===== src/rtl/core/mh64_pkg.sv =====
// Shared constants, operation codes and the command bundle of the MurmurHash64A block.
package mh64_pkg;

    localparam logic [63:0] MIX_MUL   = 64'hc6a4a7935bd1e995;
    localparam int unsigned MIX_SHIFT = 47;

    typedef enum logic [2:0] {
        OP_NONE   = 3'd0,
        OP_INIT   = 3'd1,
        OP_WORD_A = 3'd2,
        OP_WORD_B = 3'd3,
        OP_HASH   = 3'd4,
        OP_TAIL   = 3'd5,
        OP_FINAL  = 3'd6
    } op_t;

    typedef struct packed {
        logic capture;
        logic mul_a;
        logic mul_b;
        logic load_out;
        op_t  op;
    } cmd_t;

endpackage


===== src/rtl/core/mh64_datapath.sv =====
// Datapath: running hash, chunk registers, seed and the registered constant multiplier.
module mh64_datapath (
    input  logic               clk,
    input  logic               rst_n,
    input  mh64_pkg::cmd_t     cmd,
    input  logic               seed_write,
    input  logic [31:0]        seed_data,
    input  logic [30:0]        key_length,
    input  logic [63:0]        chunk,
    input  logic [2:0]         chunk_bytes,
    output logic [63:0]        hash
);

    localparam logic [31:0] MUL_LO = mh64_pkg::MIX_MUL[31:0];
    localparam logic [31:0] MUL_HI = mh64_pkg::MIX_MUL[63:32];

    logic [31:0] seed_reg;
    logic [63:0] h_reg;
    logic [63:0] h_next;
    logic [63:0] w_reg;
    logic [63:0] w_next;
    logic [30:0] len_reg;
    logic [2:0]  nbytes_reg;
    logic [63:0] p0_reg;
    logic [31:0] p1_reg;
    logic [31:0] p2_reg;
    logic [63:0] hash_reg;
    logic [63:0] tail_mask;
    logic [63:0] operand;
    logic [63:0] prod;
    logic [31:0] mid_sum;

    function automatic logic [63:0] mul32(input logic [31:0] x, input logic [31:0] y);
        return {32'd0, x} * {32'd0, y};
    endfunction

    function automatic logic [31:0] mul32_lo(input logic [31:0] x, input logic [31:0] y);
        return x * y;
    endfunction

    always_comb
    begin
        for (int i = 0; i < 8; i++)
        begin
            tail_mask[i*8 +: 8] = (3'(i) < nbytes_reg) ? 8'hff : 8'h00;
        end
    end

    always_comb
    begin
        unique case (cmd.op)
            mh64_pkg::OP_INIT:   operand = {33'd0, len_reg};
            mh64_pkg::OP_WORD_A: operand = w_reg;
            mh64_pkg::OP_WORD_B: operand = w_reg;
            mh64_pkg::OP_HASH:   operand = h_reg;
            mh64_pkg::OP_TAIL:   operand = h_reg ^ (w_reg & tail_mask);
            mh64_pkg::OP_FINAL:  operand = h_reg ^ (h_reg >> mh64_pkg::MIX_SHIFT);
            default:             operand = h_reg;
        endcase
    end

    assign mid_sum = p1_reg + p2_reg;
    assign prod    = p0_reg + {mid_sum, 32'd0};

    always_comb
    begin
        h_next = h_reg;
        w_next = w_reg;
        if (cmd.capture)
        begin
            w_next = chunk;
        end
        else if (cmd.mul_b)
        begin
            unique case (cmd.op)
                mh64_pkg::OP_INIT:   h_next = {32'd0, seed_reg} ^ prod;
                mh64_pkg::OP_WORD_A: w_next = prod ^ (prod >> mh64_pkg::MIX_SHIFT);
                mh64_pkg::OP_WORD_B: h_next = h_reg ^ prod;
                mh64_pkg::OP_HASH:   h_next = prod;
                mh64_pkg::OP_TAIL:   h_next = prod;
                mh64_pkg::OP_FINAL:  h_next = prod ^ (prod >> mh64_pkg::MIX_SHIFT);
                default:             h_next = h_reg;
            endcase
        end
    end

    always_ff @(posedge clk or negedge rst_n)
    begin
        if (!rst_n)
        begin
            seed_reg <= 32'd0;
            h_reg    <= 64'd0;
        end
        else
        begin
            if (seed_write)
            begin
                seed_reg <= seed_data;
            end
            h_reg <= h_next;
        end
    end

    always_ff @(posedge clk)
    begin
        w_reg <= w_next;
        if (cmd.capture)
        begin
            len_reg    <= key_length;
            nbytes_reg <= chunk_bytes;
        end
        if (cmd.mul_a)
        begin
            p0_reg <= mul32(operand[31:0], MUL_LO);
            p1_reg <= mul32_lo(operand[63:32], MUL_LO);
            p2_reg <= mul32_lo(operand[31:0], MUL_HI);
        end
        if (cmd.load_out)
        begin
            hash_reg <= h_reg;
        end
    end

    assign hash = hash_reg;

endmodule


===== src/rtl/core/mh64_ctrl.sv =====
// Controller: sequences the multiply operations of one chunk and runs both handshakes.
module mh64_ctrl (
    input  logic           clk,
    input  logic           rst_n,
    input  logic           key_valid,
    output logic           key_stall,
    input  logic           start_req,
    input  logic [3:0]     chunk_bytes,
    input  logic           last,
    output logic           hash_valid,
    input  logic           hash_stall,
    output mh64_pkg::cmd_t cmd
);

    typedef enum logic [3:0] {
        ST_IDLE  = 4'b0001,
        ST_MUL_A = 4'b0010,
        ST_MUL_B = 4'b0100,
        ST_EMIT  = 4'b1000
    } state_t;

    state_t        state_reg;
    state_t        state_next;
    mh64_pkg::op_t op_reg;
    mh64_pkg::op_t op_next;
    logic          word_reg;
    logic          tail_reg;
    logic          fin_reg;
    logic          hash_valid_reg;
    logic          hash_valid_next;
    logic          accept;
    logic          in_word;
    logic          in_tail;
    mh64_pkg::op_t first_op;
    mh64_pkg::op_t after_op;

    function automatic mh64_pkg::op_t mix_op(input logic word, input logic tail,
                                             input logic fin);
        if (word)
            return mh64_pkg::OP_WORD_A;
        else if (tail)
            return mh64_pkg::OP_TAIL;
        else if (fin)
            return mh64_pkg::OP_FINAL;
        else
            return mh64_pkg::OP_NONE;
    endfunction

    assign in_word  = chunk_bytes[3];
    assign in_tail  = !chunk_bytes[3] && (chunk_bytes[2:0] != 3'd0);
    assign first_op = start_req ? mh64_pkg::OP_INIT : mix_op(in_word, in_tail, last);

    always_comb
    begin
        unique case (op_reg)
            mh64_pkg::OP_INIT:   after_op = mix_op(word_reg, tail_reg, fin_reg);
            mh64_pkg::OP_WORD_A: after_op = mh64_pkg::OP_WORD_B;
            mh64_pkg::OP_WORD_B: after_op = mh64_pkg::OP_HASH;
            mh64_pkg::OP_HASH:   after_op = fin_reg ? mh64_pkg::OP_FINAL : mh64_pkg::OP_NONE;
            mh64_pkg::OP_TAIL:   after_op = fin_reg ? mh64_pkg::OP_FINAL : mh64_pkg::OP_NONE;
            default:             after_op = mh64_pkg::OP_NONE;
        endcase
    end

    assign key_stall = (state_reg != ST_IDLE);
    assign accept    = key_valid && !key_stall;

    always_comb
    begin
        state_next      = state_reg;
        op_next         = op_reg;
        hash_valid_next = hash_valid_reg && hash_stall;
        cmd.capture     = accept;
        cmd.mul_a       = 1'b0;
        cmd.mul_b       = 1'b0;
        cmd.load_out    = 1'b0;
        cmd.op          = op_reg;
        unique case (state_reg)
            ST_IDLE:
            begin
                if (accept && (first_op != mh64_pkg::OP_NONE))
                begin
                    op_next    = first_op;
                    state_next = ST_MUL_A;
                end
            end
            ST_MUL_A:
            begin
                cmd.mul_a  = 1'b1;
                state_next = ST_MUL_B;
            end
            ST_MUL_B:
            begin
                cmd.mul_b = 1'b1;
                if (op_reg == mh64_pkg::OP_FINAL)
                begin
                    state_next = ST_EMIT;
                end
                else if (after_op == mh64_pkg::OP_NONE)
                begin
                    state_next = ST_IDLE;
                end
                else
                begin
                    op_next    = after_op;
                    state_next = ST_MUL_A;
                end
            end
            ST_EMIT:
            begin
                if (!hash_valid_reg || !hash_stall)
                begin
                    cmd.load_out    = 1'b1;
                    hash_valid_next = 1'b1;
                    state_next      = ST_IDLE;
                end
            end
            default:
            begin
                state_next = ST_IDLE;
            end
        endcase
    end

    always_ff @(posedge clk or negedge rst_n)
    begin
        if (!rst_n)
        begin
            state_reg      <= ST_IDLE;
            op_reg         <= mh64_pkg::OP_NONE;
            hash_valid_reg <= 1'b0;
            word_reg       <= 1'b0;
            tail_reg       <= 1'b0;
            fin_reg        <= 1'b0;
        end
        else
        begin
            state_reg      <= state_next;
            op_reg         <= op_next;
            hash_valid_reg <= hash_valid_next;
            if (accept)
            begin
                word_reg <= in_word;
                tail_reg <= in_tail;
                fin_reg  <= last;
            end
        end
    end

    assign hash_valid = hash_valid_reg;

endmodule


===== src/rtl/core/murmur_hash_64a.sv =====
// Top level of the streaming MurmurHash64A block: controller plus datapath.
//
//   Channel   Handshake                Payload
//   key       key_valid / key_stall    start_req, key_length, chunk, chunk_bytes, last
//   hash      hash_valid / hash_stall  hash
//   seed      seed_valid / seed_ready  seed
//
// Every 64-bit multiply by the mixing constant runs on one shared unit (three 32x32
// partial products are registered, then one add), so a chunk runs n such multiplies
// in turn, n from 0 to 5: start adds one, a full word three, a tail one, last one more.
// A finished hash moves from the emit state into the output register once that is empty or not stalled.
// The output register waits under hash_stall while the next chunk is taken.
// Reset clears the seed and running hash to zero; seed_ready is always high.
module murmur_hash_64a (
    input  logic        clk,
    input  logic        rst_n,
    input  logic        key_valid,
    output logic        key_stall,
    input  logic        start_req,
    input  logic [30:0] key_length,
    input  logic [63:0] chunk,
    input  logic [3:0]  chunk_bytes,
    input  logic        last,
    output logic        hash_valid,
    input  logic        hash_stall,
    output logic [63:0] hash,
    input  logic        seed_valid,
    output logic        seed_ready,
    input  logic [31:0] seed
);

    mh64_pkg::cmd_t cmd;

    assign seed_ready = 1'b1;

    mh64_ctrl u_ctrl (
        .clk         (clk),
        .rst_n       (rst_n),
        .key_valid   (key_valid),
        .key_stall   (key_stall),
        .start_req   (start_req),
        .chunk_bytes (chunk_bytes),
        .last        (last),
        .hash_valid  (hash_valid),
        .hash_stall  (hash_stall),
        .cmd         (cmd)
    );

    mh64_datapath u_datapath (
        .clk         (clk),
        .rst_n       (rst_n),
        .cmd         (cmd),
        .seed_write  (seed_valid && seed_ready),
        .seed_data   (seed),
        .key_length  (key_length),
        .chunk       (chunk),
        .chunk_bytes (chunk_bytes[2:0]),
        .hash        (hash)
    );

endmodule

===== config.mk =====
export PLATFORM = sky130hd
export DESIGN_NAME = murmur_hash_64a
export DESIGN_NICKNAME = d
export VERILOG_FILES = /design/src/rtl/core/mh64_pkg.sv /design/src/rtl/core/mh64_datapath.sv /design/src/rtl/core/mh64_ctrl.sv /design/src/rtl/core/murmur_hash_64a.sv
export SDC_FILE = /design/constraint.sdc
export NUM_CORES = 2
export LEC_CHECK = 0
export ABC_AREA = 1
export BUFFER_PORTS_ARGS = -buffer_cell sky130_fd_sc_hd__buf_4
export CORE_AREA = 2 2 409 411
export CTS_BUF_LIST = sky130_fd_sc_hd__clkbuf_8 sky130_fd_sc_hd__clkbuf_16
export CTS_CLUSTER_DIAMETER = 100
export DETAILED_ROUTE_END_ITERATION = 7
export DIE_AREA = 0 0 411 413
export GPL_TIMING_DRIVEN = 0
export PLACE_DENSITY_LB_ADDON = 0.25
export SYNTH_ARGS = -nofsm -noshare
export SYNTH_HDL_FRONTEND = slang
export SYNTH_SLANG_ARGS = --single-unit

===== constraint.sdc =====
create_clock -name clk -period 17.08 [get_ports clk]
set_input_delay 0 -clock clk [delete_from_list [all_inputs] [get_ports clk]]
set_output_delay 0 -clock clk [all_outputs]
set_load 0.02 [all_outputs]

* Word-level counts from Yosys, hierarchy flattened
Cells that the tools add are included.
Word-level totals: flip-flop bits (word level) 396, word-level logic and storage cells 108, output and inout bits 67, input bits 138
Cells by class: mux-type cells 36, add/subtract/negate cells 2, $mul 3, reduce and logical (&&, ||, !) cells 22, $lt $le $gt $ge 8, bitwise logic cells 7, equality and inequality tests 15
Operators by type and width (count):
- $pmux 64 s4 | 2
- $mux 64 | 3
- $xor 64x17->64 | 2
- $xor 64x64->64 | 2
- $add 63x64->64 | 1
- $and 64x64->64 | 1
- $mul 32x31->32 const B | 2
- $mux 8 | 8
- $xor 32x64->64 | 1
- $mul 32x31->63 const B | 1
- $add 32x32->32 | 1
- $mux 3 | 10
- $pmux 4 s4 | 1
- $lt 3x3->1 const A | 4
- $mux 4 | 3
- $pmux 3 s4 | 1
- $eq 3x3->1 const B | 3
- $eq 3x2->1 const B | 2
- $lt 1x3->1 const A | 2
- $lt 2x3->1 const A | 2
- $mux 1 | 6
- $pmux 3 s2 | 1
- $reduce_bool 2->1 | 3
- $reduce_bool 3->1 | 2
- other kinds (19) | 29

* Longest topological paths before layout
depth in word-level cells 9, depth in mapped cells 41, depth with buffers taken out 39

* Cells and area by module
Synthesis repeated with hierarchy kept, for this count alone.
Second synthesis, totals: cells, all modules 6502, area, all modules 57650.3 um^2
By module, submodules not included:
- mh64_datapath | seq. area each 11050.6 um^2, area each 56887.1 um^2, instances 1, cells each 6401
- mh64_ctrl | seq. area each 276.5 um^2, area each 752.0 um^2, instances 1, cells each 99
- murmur_hash_64a | seq. area each 0.0 um^2, area each 11.3 um^2, instances 1, cells each 2

* Worst setup path after synthesis
OpenSTA, ideal clock, no wires.
path kind reg-to-reg, start register u_ctrl.op_reg[1], end register u_datapath.p0_reg[57] (data pin), setup time 0.252 ns, setup slack 9.367 ns, period minus slack after synthesis 7.713 ns, data required time 16.828 ns, arrival time 7.461 ns, cell stages (with the launch flop) 31, path buffers 3, path through dfrtp_1 buf_6 o21ai_2 nand3_2 buf_6 clkbuf_1 o21ai_0 inv_1 ha_1 inv_1 fa_1 inv_1 fa_1 fa_1 fa_1 fa_1 fa_1 inv_1 fa_1 inv_1 ha_1 nand2_1 nor2_1 inv_1 nor4_1 nand3_1 nand3_1 a21o_1 nand2_1 nand3_1 nand2_1
Between the ends: cells in the longest elaborated chain, start to end 4, elaborated cells between the ends (all ways) 8, classes of those cells mul (1); eq/ne (5); mux (1); reduce/logical (1)
RTL lines:
- start: declaration | line mh64_ctrl.sv:24 | mh64_pkg::op_t op_reg;
- start signal: assignment | line mh64_ctrl.sv:130 | op_reg <= mh64_pkg::OP_NONE;
- start signal: assignment | line mh64_ctrl.sv:139 | op_reg <= op_next;
- $eq 3x2->1 | line mh64_datapath.sv:51 | unique case (cmd.op)
- $reduce_or 2->1 (no source line)
- $pmux 64 s4 (*) | line mh64_datapath.sv:51
- $mul 32x31->63 (*) | line mh64_datapath.sv:34 | return {32'd0, x} * {32'd0, y};
- end signal: assignment | line mh64_datapath.sv:114 | p0_reg <= mul32(operand[31:0], MUL_LO);
- end: declaration | line mh64_datapath.sv:24 | logic [63:0] p0_reg;
Mark *: on every way between the ends. The rest lies on a longest branch, timed or not. A chain may end at the register's enable or synchronous reset.

* Worst setup path in the final report
start register u_ctrl.op_reg[0], end register u_datapath.p0_reg[53] (data pin)
Same word-level chain as after synthesis.

==> summary.md <==
| Metric | Value |
|---|---|
| Status | `complete, but fails checks` |
| Violated checks | `capacitance limit, slew limit` |
| Via count | `46000` |
| Yosys cell types | `63` |
| Synth Register Bits | `395` |
| Die area | `170000 um2` |
| Cell family with most CP delay | `adder cells` |
| Worst skew pair latency | `630 ps` |
| Worst endpoint required time | `17380 ps` |
| Remaining routing DRC violations | `0` |
| Primary FF master, synth | `edfxtp_1` |
| Largest net degree at the start of global routing | `81` |
| Cts hold-fix bufs | `143` |
| Critical path buffers and inverters | `7` |
| Post-CTS Setup Inserts | `0` |
| First-pass GRT wire length | `311000 um` |
| # resized after CTS | `0` |
| CTS Buf Count | `46` |
| Clock sink count | `395` |
| Setup crit end kind | `flip-flop` |
| Layout cells sized above 1 | `under 10%` |
| Final wirelength | `approximately 210000 um` |
| EDFF count, synth | `approximately 290` |
| CTS tree | `done` |
| Via density | `around 5.1` |
| DRT iter0 DRCs | `between 4000 and 5000` |
| GP Congestion | `0.991` |
| Final Cycle Share | `65.8%` |
| CP peak stage delay | `1140 ps` |
| Final setup viols | `0` |
| Initial Utilization | `a little over a third` |
| RSZ-0062 raised after global routing | `no` |
| Area of the mapped netlist | `57600 um2` |
| Post-route minimum period | `11240 ps` |
| Cell row count | `150` |
| Initial antenna violation count | `13` |
| IO Pins | `just over 200` |
| Worst hold path type | `in2reg` |
| CP max stage cell | `a221oi_1` |
| Number of synthesis warnings | `0` |
| Antenna viol nets, final | `0` |
| Core ar. | `~170000 um2` |
| Crit path max fanout | `11` |
| Max Cap Viol | `1` |
| Die H | `413 um` |
| Startpoint types | `flip-flop` |
| Pins Over Slew Limit | `5` |
| 1st-pass router iterations | `8` |
| Clk pin slew, worst setup/hold paths | `60 ps` |
| Average wire per standard cell | `between 20 and 25 um` |
| Max Root-Sink Buffers | `3` |
| Syn avg cell area | `8.96 um2` |
| Hold Fails Final Rpt | `0` |
| Arr. time, crit path | `11540 ps` |
| Post-synthesis sequential area ratio | `between 10% and 20%` |
| Chip Width | `slightly above 400 um` |
| TNS Setup | `0 ps` |
| Syn Nets | `8200` |
| GR Util All Layers | `25.1%` |
| Vias in the first global route | `47000` |
| CTS H-tree depth | `2` |
| Clock Root Buffer | `clkbuf_16` |
| Fmax | `89.0 MHz` |
| Congestion Overflow GR | `0` |
| Post-synthesis cell count | `6425` |
| Max_slew headroom | `-0.360%` |
| IO Port Bufs | `around 200` |
| Filler cells | `~17000` |
| Asr flop ratio synth | `27.1%` |
| Fin nets | `8624` |
| Post-DP HPWL | `181000 um` |
| Layout area overhead | `13.5%` |
| Crit-path most repeated cell | `fa_1` |
| Worst Tran Pin Value | `1510 ps` |
| Crit path kind | `reg2reg` |
| Clk_skew | `between 40 and 50 ps` |
kinds of logic after synthesis:
kind of cell               share of synthesized area, %
xor gates and xnor gates                           3.61
DFF                                                19.7
other                                           0.00651
AOI/OAI and AO/OA                                  7.39
buffers and inverters                              11.5
adders and majority gates                          45.5
muxes                                             0.254
and+or+nand+nor                                    12.1
layout make-up:
cell class	instances	area (um2)	share of cell area [%]
multi-input cells	4291	39700	60.8
plain buffers	80	365	0.559
diodes	5	12.5	0.0192
inverters	1659	6230	9.54
repair buffers	376	3400	5.20
flip-flops and latches	395	11300	17.3
clock buffers	54	1270	1.95
well taps	2204	2760	4.22
clock inverters	30	240	0.368
synthesized netlist by cell type, types with 26 or more instances:
| cell type | instances | area share [%] |
|---|---|---|
| xnor2_1 | 73 | 1.1 |
| fa_1 | 764 | 27 |
| a21oi_1 | 260 | 2.3 |
| xor2_1 | 164 | 2.5 |
| clkbuf_1 | 47 | 0.31 |
| nand2_1 | 1042 | 6.8 |
| ha_1 | 873 | 19 |
| nor2_1 | 249 | 1.6 |
| edfxtp_1 | 288 | 15 |
| dfrtp_1 | 106 | 4.6 |
| o21ai_0 | 251 | 2.2 |
| a31oi_1 | 45 | 0.49 |
| nor3_1 | 38 | 0.33 |
| o21bai_1 | 26 | 0.34 |
| a221oi_1 | 31 | 0.47 |
| nand4_1 | 34 | 0.37 |
| nand3_1 | 237 | 2.1 |
| a21o_1 | 29 | 0.38 |
| inv_1 | 1650 | 11 |
worst paths after layout:
check / from / end / slack (ps) / cells past startpoint
max: u_ctrl.op_reg[0] / u_datapath.p0_reg[53] / 5840 / 27
min: key_length[10] / u_datapath.len_reg[10] / 100 / 2
max reg2reg: u_ctrl.op_reg[0] / u_datapath.p0_reg[53] / 5840 / 27
min reg2reg: u_datapath.h_reg[9] / u_datapath.hash[9] / 480 / 0
max in group asynchronous: rst_n / u_datapath.h_reg[36] / 16020 / 4
min in group asynchronous: rst_n / u_datapath.seed_reg[22] / 510 / 4
per-stage QoR:
step | util (%) | hold WS (ps) | cell area (um2) | std cells | setup slack (ps)
global route | 39.4 | 89.1 | 65300 | 9089 | 5590
detailed placement | 37.6 | -92.0 | 62400 | 8862 | 6170
finish | 39.4 | 104 | 65300 | 9094 | 5840
CTS | 39.4 | 65.4 | 65300 | 9089 | 6120
floorplan | - | -296 | 57600 | 6425 | 9370
global placement | 37.3 | 179 | 61800 | 8831 | 5080
placed cells by master, fill, tap and decap left out, types with 47 or more instances in the layout:
cell           Yosys  final
nor2_1           249    247
nand3_1          237    236
inv_1           1650   1658
dfrtp_1          106    106
dlygate4sd3_1      0    142
xor2_1           164    164
clkbuf_1          47     47
buf_4              7    216
nand2_1         1042   1040
clkbuf_16          0     47
a21oi_1          260    260
o21ai_0          251    241
ha_1             873    873
xnor2_1           73     73
edfxtp_1         288    288
fa_1             764    764
metal layers:
layer | routed length [um] | part of all wire (%) | vias up | global-route usage, %
li1 | - | - | 21100 | -
met1 | 91700 | 43 | 22900 | 34.2
met2 | 98000 | 46 | 1649 | 41.1
met3 | 14900 | 7.0 | 340 | 3.54
met4 | 7790 | 3.7 | 6 | 8.10
met5 | 40 | 0.019 | - | 0
Power is left out: the tool's default activity adds up to more than one toggle a clock period on the data nets, which glitch-free logic cannot reach.
